$ cat src/rtl/core/bfra_pkg.sv
// Shared constants and control types for the best-fit region allocator.
`default_nettype none
package bfra_pkg;
	localparam int TABLE_DEPTH_DEF = 64;
	localparam int ADDR_BITS_DEF   = 20;

	localparam logic       CMD_ALLOC   = 1'b0;
	localparam logic       CMD_RELEASE = 1'b1;

	localparam logic [1:0] ST_OK      = 2'd0;
	localparam logic [1:0] ST_NOFIT   = 2'd1;
	localparam logic [1:0] ST_NOOWNER = 2'd2;
	localparam logic [1:0] ST_FULL    = 2'd3;

	// write data selection for the region table
	localparam logic [2:0] W_INIT   = 3'd0;
	localparam logic [2:0] W_COPY   = 3'd1;
	localparam logic [2:0] W_HEAD   = 3'd2;
	localparam logic [2:0] W_TAIL   = 3'd3;
	localparam logic [2:0] W_MPREV1 = 3'd4;
	localparam logic [2:0] W_MPREV2 = 3'd5;
	localparam logic [2:0] W_MNEXT  = 3'd6;
	localparam logic [2:0] W_FREE   = 3'd7;

	typedef struct packed {
		logic       rd_en;
		logic       wr_en;
		logic [2:0] wsel;
		logic       ev;
		logic       cap_next;
		logic       ld_req;
		logic       init_done;
		logic       cnt_inc;
		logic       cnt_dec;
		logic       cnt_dec2;
		logic       out_ld;
		logic [1:0] out_status;
	} dp_cmd_t;

	typedef struct packed {
		logic init_pend;
		logic cmd_rel;
		logic hit;
		logic found;
		logic zreq;
		logic split;
		logic full;
		logic prev_free;
		logic next_free;
		logic out_busy;
	} dp_sts_t;
endpackage
`default_nettype wire

$ cat src/rtl/core/bfra_ctrl.sv
// Sequencer: table scan, shift passes, split and merge writes.
`default_nettype none
module bfra_ctrl #(
	parameter int AW = 6,
	parameter int CW = 8
) (
	input  wire logic              clk,
	input  wire logic              arst_n,
	input  wire logic              req_valid,
	output logic                   req_ready,
	input  wire bfra_pkg::dp_sts_t sts,
	input  wire logic [AW-1:0]     best_idx,
	input  wire logic [CW-1:0]     count,
	output bfra_pkg::dp_cmd_t      cmd,
	output logic [AW-1:0]          rd_addr,
	output logic [AW-1:0]          wr_addr,
	output logic [AW-1:0]          ev_idx
);
	import bfra_pkg::*;

	localparam logic [3:0] S_IDLE = 4'd0;
	localparam logic [3:0] S_INIT = 4'd1;
	localparam logic [3:0] S_SCAN = 4'd2;
	localparam logic [3:0] S_ADEC = 4'd3;
	localparam logic [3:0] S_UP   = 4'd4;
	localparam logic [3:0] S_TAIL = 4'd5;
	localparam logic [3:0] S_HEAD = 4'd6;
	localparam logic [3:0] S_RNX  = 4'd7;
	localparam logic [3:0] S_RNX2 = 4'd8;
	localparam logic [3:0] S_RWR  = 4'd9;
	localparam logic [3:0] S_DN   = 4'd10;
	localparam logic [3:0] S_DONE = 4'd11;

	logic [3:0]    state_q, state_d;
	logic [CW-1:0] ri_q, ri_d, lo_q, lo_d, hit_q, hit_d;
	logic          ev_v_q, ev_v_d, pend_v_q, pend_v_d, dist2_q, dist2_d;
	logic [AW-1:0] ev_idx_q, ev_idx_d, pend_dst_q, pend_dst_d;
	logic [1:0]    st_q, st_d;
	logic          cinc_q, cinc_d, cdec_q, cdec_d;
	logic          issue, pm, nm;
	logic [CW-1:0] best_w, dist_w;

	assign best_w = CW'(best_idx);
	assign dist_w = dist2_q ? CW'(2) : CW'(1);
	assign pm     = (hit_q != '0) && sts.prev_free;
	assign nm     = (hit_q + CW'(1) < count) && sts.next_free;
	assign ev_idx = ev_idx_q;
	assign req_ready = (state_q == S_IDLE) && !sts.init_pend;

	always_comb begin
		state_d = state_q; ri_d = ri_q; lo_d = lo_q; hit_d = hit_q;
		ev_v_d = 1'b0; ev_idx_d = ev_idx_q; pend_v_d = 1'b0; pend_dst_d = pend_dst_q;
		dist2_d = dist2_q; st_d = st_q; cinc_d = cinc_q; cdec_d = cdec_q;
		cmd = '0;
		cmd.wsel = W_COPY;
		rd_addr = ri_q[AW-1:0];
		wr_addr = pend_dst_q;
		issue = 1'b0;
		case (state_q)
			S_IDLE: begin
				if (sts.init_pend) begin
					state_d = S_INIT;
				end else if (req_valid) begin
					cmd.ld_req = 1'b1;
					ri_d = '0; cinc_d = 1'b0; cdec_d = 1'b0; dist2_d = 1'b0;
					state_d = S_SCAN;
				end
			end
			S_INIT: begin
				cmd.wr_en = 1'b1; cmd.wsel = W_INIT; cmd.init_done = 1'b1;
				wr_addr = '0;
				state_d = S_IDLE;
			end
			S_SCAN: begin
				issue = ri_q < count;
				cmd.rd_en = issue;
				cmd.ev = ev_v_q;
				if (sts.hit) begin
					hit_d = CW'(ev_idx_q);
					state_d = S_RNX;
				end else if (!issue && !ev_v_q) begin
					if (sts.cmd_rel) begin
						st_d = ST_NOOWNER; state_d = S_DONE;
					end else begin
						state_d = S_ADEC;
					end
				end else begin
					ri_d = ri_q + CW'(issue);
					ev_v_d = issue;
					ev_idx_d = ri_q[AW-1:0];
				end
			end
			S_ADEC: begin
				if (sts.zreq || !sts.found) begin
					st_d = ST_NOFIT; state_d = S_DONE;
				end else if (sts.split && sts.full) begin
					st_d = ST_FULL; state_d = S_DONE;
				end else if (sts.split) begin
					ri_d = count - CW'(1);
					lo_d = best_w + CW'(1);
					cinc_d = 1'b1;
					state_d = S_UP;
				end else begin
					state_d = S_HEAD;
				end
			end
			S_UP: begin
				// entries above the split move up by one; the index stops at the bound
				issue = ri_q >= lo_q;
				cmd.rd_en = issue;
				cmd.wr_en = pend_v_q;
				pend_v_d = issue;
				pend_dst_d = ri_q[AW-1:0] + AW'(1);
				ri_d = ri_q - CW'(issue);
				if (!issue && !pend_v_q)
					state_d = S_TAIL;
			end
			S_TAIL: begin
				cmd.wr_en = 1'b1; cmd.wsel = W_TAIL;
				wr_addr = best_idx + AW'(1);
				state_d = S_HEAD;
			end
			S_HEAD: begin
				cmd.wr_en = 1'b1; cmd.wsel = W_HEAD;
				wr_addr = best_idx;
				st_d = ST_OK; state_d = S_DONE;
			end
			S_RNX: begin
				rd_addr = hit_q[AW-1:0] + AW'(1);
				if (hit_q + CW'(1) < count) begin
					cmd.rd_en = 1'b1; state_d = S_RNX2;
				end else begin
					state_d = S_RWR;
				end
			end
			S_RNX2: begin
				cmd.cap_next = 1'b1;
				state_d = S_RWR;
			end
			S_RWR: begin
				cmd.wr_en = 1'b1;
				st_d = ST_OK;
				if (pm) begin
					wr_addr = hit_q[AW-1:0] - AW'(1);
					cmd.wsel = nm ? W_MPREV2 : W_MPREV1;
					dist2_d = nm; cdec_d = 1'b1;
					ri_d = hit_q + (nm ? CW'(2) : CW'(1));
					state_d = S_DN;
				end else if (nm) begin
					wr_addr = hit_q[AW-1:0];
					cmd.wsel = W_MNEXT;
					dist2_d = 1'b0; cdec_d = 1'b1;
					ri_d = hit_q + CW'(2);
					state_d = S_DN;
				end else begin
					wr_addr = hit_q[AW-1:0];
					cmd.wsel = W_FREE;
					state_d = S_DONE;
				end
			end
			S_DN: begin
				// close the gap left by merged entries
				issue = ri_q < count;
				cmd.rd_en = issue;
				cmd.wr_en = pend_v_q;
				pend_v_d = issue;
				pend_dst_d = ri_q[AW-1:0] - dist_w[AW-1:0];
				ri_d = ri_q + CW'(1);
				if (!issue && !pend_v_q)
					state_d = S_DONE;
			end
			S_DONE: begin
				if (!sts.out_busy) begin
					cmd.out_ld = 1'b1;
					cmd.out_status = st_q;
					cmd.cnt_inc = cinc_q;
					cmd.cnt_dec = cdec_q;
					cmd.cnt_dec2 = dist2_q;
					state_d = S_IDLE;
				end
			end
			default: begin
				state_d = S_IDLE;
			end
		endcase
	end

	always_ff @(posedge clk or negedge arst_n) begin
		if (!arst_n) begin
			state_q  <= S_IDLE;
			ev_v_q   <= 1'b0;
			pend_v_q <= 1'b0;
			cinc_q   <= 1'b0;
			cdec_q   <= 1'b0;
			dist2_q  <= 1'b0;
		end else begin
			state_q  <= state_d;
			ev_v_q   <= ev_v_d;
			pend_v_q <= pend_v_d;
			cinc_q   <= cinc_d;
			cdec_q   <= cdec_d;
			dist2_q  <= dist2_d;
		end
	end

	always_ff @(posedge clk) begin
		ri_q       <= ri_d;
		lo_q       <= lo_d;
		hit_q      <= hit_d;
		ev_idx_q   <= ev_idx_d;
		pend_dst_q <= pend_dst_d;
		st_q       <= st_d;
	end
endmodule
`default_nettype wire

$ cat config.mk
export PLATFORM = sky130hd
export DESIGN_NAME = bfra_ctrl
export DESIGN_NICKNAME = d
export VERILOG_FILES = /design/src/rtl/core/bfra_pkg.sv /design/src/rtl/core/bfra_ctrl.sv
export SDC_FILE = /design/constraint.sdc
export NUM_CORES = 1
export LEC_CHECK = 0
export CAP_MARGIN = 10
export CORE_MARGIN = 5
export CORE_UTILIZATION = 57
export DETAILED_ROUTE_END_ITERATION = 6
export DONT_BUFFER_PORTS = 1
export GPL_TIMING_DRIVEN = 0
export PLACE_DENSITY = 0.75
export SLEW_MARGIN = 25
export SYNTH_ARGS = -nofsm -noshare
export SYNTH_HDL_FRONTEND = slang
export SYNTH_SLANG_ARGS = --single-unit
$ cat constraint.sdc
create_clock -name clk -period 3.7 [get_ports clk]
set_clock_uncertainty 0.05 [all_clocks]
set_input_delay 0.37 -clock clk [delete_from_list [all_inputs] [get_ports clk]]
set_output_delay 0.37 -clock clk [all_outputs]
set_load 0.05 [all_outputs]
======== Word level (Yosys, flattened, before mapping) ========
Cells that the tools add are included.
word-level totals
  flip-flop bits (word level) ............. 45
  latch bits .............................. 0
  memory bits (writable) .................. 0
  memory bits (read-only) ................. 0
  input bits .............................. 27
  memories ................................ 0
operators by class
  $add $sub $neg .......................... 13
  $mul .................................... 0
  divide/modulo/power cells ............... 0
  order comparisons ....................... 3
  eq/ne operators ......................... 27
  shifts and indexed selects .............. 0
  muxes and demuxes ....................... 68
  bitwise logic cells ..................... 4
  reduce and logical (&&, ||, !) cells .... 33
operators with widths
  operator             count
  $mux 8               9
  $pmux 8 s6           1
  $mux 4               11
  $pmux 4 s11          1
  $mux 6               4
  $ne 2x2->1 const B   12
  $pmux 6 s4           1
  $mux 1               23
  $add 6x1->6 const B  3
  $mux 2               9
  $eq 4x3->1 const B   4
  $eq 4x4->1 const B   4
  $add 6x1->7 const B  2
  $ne 3x3->1 const B   4
  $pmux 3 s4           1
  $pmux 6 s2           1
  $pmux 1 s2           5
  $reduce_and 5->1     2
  $reduce_and 9->1     1
  $add 8x1->8          1
  $add 8x1->8 const B  1
  $eq 4x2->1 const B   2
  $ge 8x8->1           1
  $lt 7x8->1           1
  other kinds (25)     44

======== Depth between registers and ports, before layout ========
  depth after elaboration ................. 7
  depth in mapped cells ................... 18

======== Worst setup path before layout ========
No wires, ideal clock.
  kind .................................... reg-to-reg
  start point ............................. reg hit_q[0]
  end point ............................... reg ri_q[4], data pin
  setup time .............................. 0.264 ns
  arrival time ............................ 3.145 ns
  setup slack ............................. 0.241 ns
  stages on the path, launching flop included .. 19
  buffers on the path ..................... 0
  path through ............................ edfxtp_1 > ha_1 > nand3_1 > xnor2_1 > ha_1 > and2_1 > o21ai_0 > o21ai_0 > o21ai_0 > a21oi_1 > nand2b_1 > ha_1 > fa_1 > nand2_1 > o21ai_0 > nand3_1 > xnor2_1 > a22oi_1 > o21ai_1
on the way
  word-level cells in the longest chain between the ends .. 7
  elaborated cells between the ends (all ways) .. 11
  those cells by class .................... add/sub (3); order compare (1); mux (4); reduce/logical (3)
ends and longest elaborated chain
  what                    RTL line          text
  start, declared         bfra_ctrl.sv:35   logic [CW-1:0] ri_q, ri_d, lo_q, lo_d, hit_q, hit_d;
  start signal, assigned  bfra_ctrl.sv:209  hit_q <= hit_d;
  $add 6x1->7             bfra_ctrl.sv:46   assign nm = (hit_q + CW'(1) < count) && sts.next_free;
  $lt 7x8->1              bfra_ctrl.sv:46
  $logic_and 1x1->1       bfra_ctrl.sv:46
  $mux 2                  bfra_ctrl.sv:147  ri_d = hit_q + (nm ? CW'(2) : CW'(1));
  $add 6x2->7             bfra_ctrl.sv:147
  $mux 8 *                bfra_ctrl.sv:143  if (pm) begin
  $pmux 8 s6 *            bfra_ctrl.sv:59   case (state_q)
  net ri_d[4]             bfra_ctrl.sv:35
  end signal, assigned    bfra_ctrl.sv:207  ri_q <= ri_d;
  end, declared           bfra_ctrl.sv:35
Mark *: on every way through the listed nets, which the timed path passes. The rest lies on a longest branch. The select of a mux whose other input is x is not followed.
A chain may end at the register's enable or synchronous reset.

==> summary.txt <==
Pwr
  • Internal power: 1641 uW
  • Clock share of power: 0.108
  • Reported net switching power: 1823 uW
  • Power Density: 757.9 nW/um^2
  • Peak VDD IR: 399.8 uV
  • P_leak: 0.001887 uW
  • Seq pwr share: 0.262
  • Sw Ratio: 0.5263
  • Combinational power share: 0.630

Run status
  • Run status: finished, final reports clean

CTS
  • Clk root buf: clkbuf_8
  • Clock Sinks: 44
  • CTS tree: built
  • CTS Buf Count: 5
  • H-tree depth: 2
  • Clk Latency, worst-skew pair: 0.30 ns
  • Max clock buf depth: 2
  • Worst-path clk slew: 0.09 ns

Placed design
  • Dpl ws: -0.3427 ns
  • Dpl cell area: 4210 um^2
  • Buffers on Ports: 0
  • Placer Congestion: 0.9585
  • Post-DP HPWL: 8808 um

Worst setup path
  • Largest delay share family, worst path: compound AO/OA/AOI/OAI gates
  • Crit path arrival time: 3.20 ns
  • R2R depth: 16
  • Worst Path Class, Setup: reg2out
  • Worst EP required: 3.28 ns
  • Critical Path Stages: 13
  • Worst path bufs/invs: 2
  • Slowest cell on crit path: edfxtp_1
  • FF-to-FF setup slack: 0.09 ns
  • Crit-path max FO: 5
  • Crit-path cells: buf_6 -> inv_2 -> ha_4 -> ha_1 -> a21o_1 -> a21oi_2 -> o21ai_2 -> o21ai_2 -> a21oi_2 -> nor2b_2 -> ha_1 -> nor2b_1 -> o31a_2
  • CP startpoint kind: flop
  • Crit path largest cell delay: 0.48 ns
  • Critical Path End Type: output port

Routing
  • Via count: 3658
  • Final WL: 11700 um
  • Iter 0 DRT Violations: 229
  • Vias/cell: 6.351
  • ANT nets after route: 0
  • Wire per inst: 20.31 um
  • DRT Pass-1 Iters: 5
  • Remaining DRCs: 0

Hold path
  • Hold path depth: 3
  • Worst min-delay path class: in2reg

Global route
  • Largest net degree at the start of global routing: 15
  • Tot GR Track Use: 0.2692
  • GRT overflow: 0
  • Initial antenna violation count: 0
  • Vias in the first global route: 3537
  • Global-route wire length before repair: 18410 um

Timing
  • Final worst path period need: 3.616 ns
  • Fin. Hold Viols: 0
  • Slew HR: 0.2665
  • Final Setup Violations: 0
  • Final period utilization: 0.9773
  • FMAX: 276.5 MHz
  • Final Max Slew Viols: 0
  • Setup_tns: 0 ns
  • Final worst slack: 0.08401 ns
  • Worst Tran Pin Value: 1.104 ns

Floorplan
  • Total I/O pin count: 61
  • Die ar.: 8869 um^2
  • Cell Rows: 30
  • Die H: 94.18 um
  • Die W: 94.18 um
  • Initial Util: 0.5912
  • Core area: 6832 um^2

Synthesis
  • Flop and latch count out of synthesis: 44
  • Register area share after synthesis: 0.3160
  • Synth area leaders: edfxtp_1 26%, ha_1 12%, xnor2_1 5.6%
  • Mapped Avg Cell Area: 9.036 um^2
  • Distinct cells, synth: 73
  • Post-synthesis instance area: 4039 um^2
  • Yosys top cell area share: 0.2602
  • Syn Nets: 516
  • Post-synth EDFFs: 35
  • Cells after Synth: 447
  • Post-synth ARST share: 0.2045
  • Area leader, netlist: edfxtp_1
  • Ys Warns: 0
  • Predominant post-synthesis flop cell: edfxtp_1

Layout
  • Fill cells: 564
  • Commonest cells after routing, fill and taps aside: 38 x nor2_1, 37 x ha_1, 35 x edfxtp_1, 34 x nand2_1
  • Diode count: 0
  • Layout Nets: 548
  • Most common cell after layout, fill and taps aside: nor2_1
  • Share of cells above drive strength 1: 0.1688
  • Finished Cell Area: 4571 um^2
  • Synth-to-layout area growth: 13.17%

Job
  • Max-cap violations: 0
[metal layers]
metal / global-route usage / vias up / part of all wire / routed length, um
li1: - / 1688 / - / -
met5: 0 / - / 0 / 0
met1: 0.3444 / 1751 / 0.40 / 4660
met3: 0.05369 / 28 / 0.094 / 1096
met4: 0.09025 / 0 / 0.024 / 276
met2: 0.4527 / 191 / 0.48 / 5663
[registers in the layout, summed over array words and instances (netlist names)]
register    count
state_q         4
cinc_q          1
cdec_q          1
dist2_q         1
st_q            2
ev_idx          6
pend_dst_q      6
hit_q           6
ev_v_q          1
pend_v_q        1
lo_q            7
ri_q            8
[path summary, 6_finish.rpt]
| check | startpoint | endpoint |
|---|---|---|
| worst min-delay path | sts[7] | ev_v_q |
| worst max register to register | hit_q[0] | ri_q[5] |
| min in group asynchronous | arst_n | dist2_q |
| worst max-delay path | hit_q[0] | cmd[10] |
| max in group asynchronous | arst_n | state_q[1] |
| worst min register to register | cdec_q | cdec_q |
[per-stage QoR]
| stage | util | hold slack [ns] | total power (uW) | std cells |
|---|---|---|---|---|
| 3_5_place_dp | 0.6163 | 0.02470 | 2978 | 547 |
| 4_1_cts | 0.6535 | 0.2026 | 3391 | 568 |
| 2_1_floorplan | - | 0.02441 | 2525 | 447 |
| 5_1_grt | 0.6690 | 0.2323 | 3667 | 576 |
| 6_report | 0.6690 | 0.2016 | 3464 | 576 |
| 3_3_place_gp | 0.6088 | 0.02473 | 2906 | 543 |
[timing repair]
action                     4_1_cts  5_1_grt
hold buffers                     1        0
pin swaps                        8       13
setup endpoints to repair       15       17
hold endpoints to repair         9        0
cloned                           0        0
resized for setup               11       13
buffers inserted                12        8
[Yosys cell counts, drive strengths merged, types with 4 or more instances]
master  instances
nor4            4
a21oi          30
xnor2          26
a22oi           7
nor3           10
dfrtp           9
mux2            4
edfxtp         35
clkbuf         11
nand2b         16
ha             40
nand2          36
buf             8
and2            9
inv            31
o21ai          21
a21o            9
nor2           38
o21a            4
nand3          19
nand4           5
xor2            7
or3             5
o221ai          8
nor2b           9
[layout make-up]
| type | instances | area (um^2) | area share |
|---|---|---|---|
| plain buffers | 19 | 95.09 | 0.02080 |
| flip-flops and latches | 44 | 1276 | 0.2792 |
| inverters | 32 | 125.1 | 0.02737 |
| multi-input cells | 352 | 2656 | 0.5812 |
| clock buffers | 5 | 68.82 | 0.01506 |
| well taps | 96 | 120.1 | 0.02628 |
| clock inverters | 3 | 42.54 | 0.009307 |
| repair buffers | 25 | 186.4 | 0.04079 |
[cells by family after synthesis]
| group | share of synthesized area |
|---|---|
| multiplexers | 0.01611 |
| AO/OA/AOI/OAI | 0.2042 |
| buffers and inverters | 0.05390 |
| XOR/XNOR | 0.07156 |
| flip-flops | 0.3160 |
| AND/OR/NAND/NOR | 0.2045 |
| adder cells (fa/ha/maj) | 0.1338 |
[power groups by stage]
stage | clock, uW | combinational [uW] | sequential [uW]
floorplan | 0 | 1660 | 868
CTS | 381 | 2070 | 941
global placement | 0 | 1950 | 953
detailed placement | 0 | 2030 | 952
finish | 376 | 2180 | 907
global route | 399 | 2350 | 915
[worst reg2reg max path: stages (launching register included)]
cell      delay, ns
edfxtp_1       0.48
buf_6          0.17
inv_2          0.09
ha_4           0.22
ha_1           0.28
a21o_1         0.17
a21oi_2        0.14
o21ai_2        0.08
o21ai_2        0.21
a21oi_2        0.12
nor2b_2        0.19
ha_1           0.27
a21o_1         0.18
a32oi_2        0.27
nor2_1         0.09
xnor2_1        0.18
o221ai_1       0.15
No activity file was read; power rests on OpenSTA's default activity.
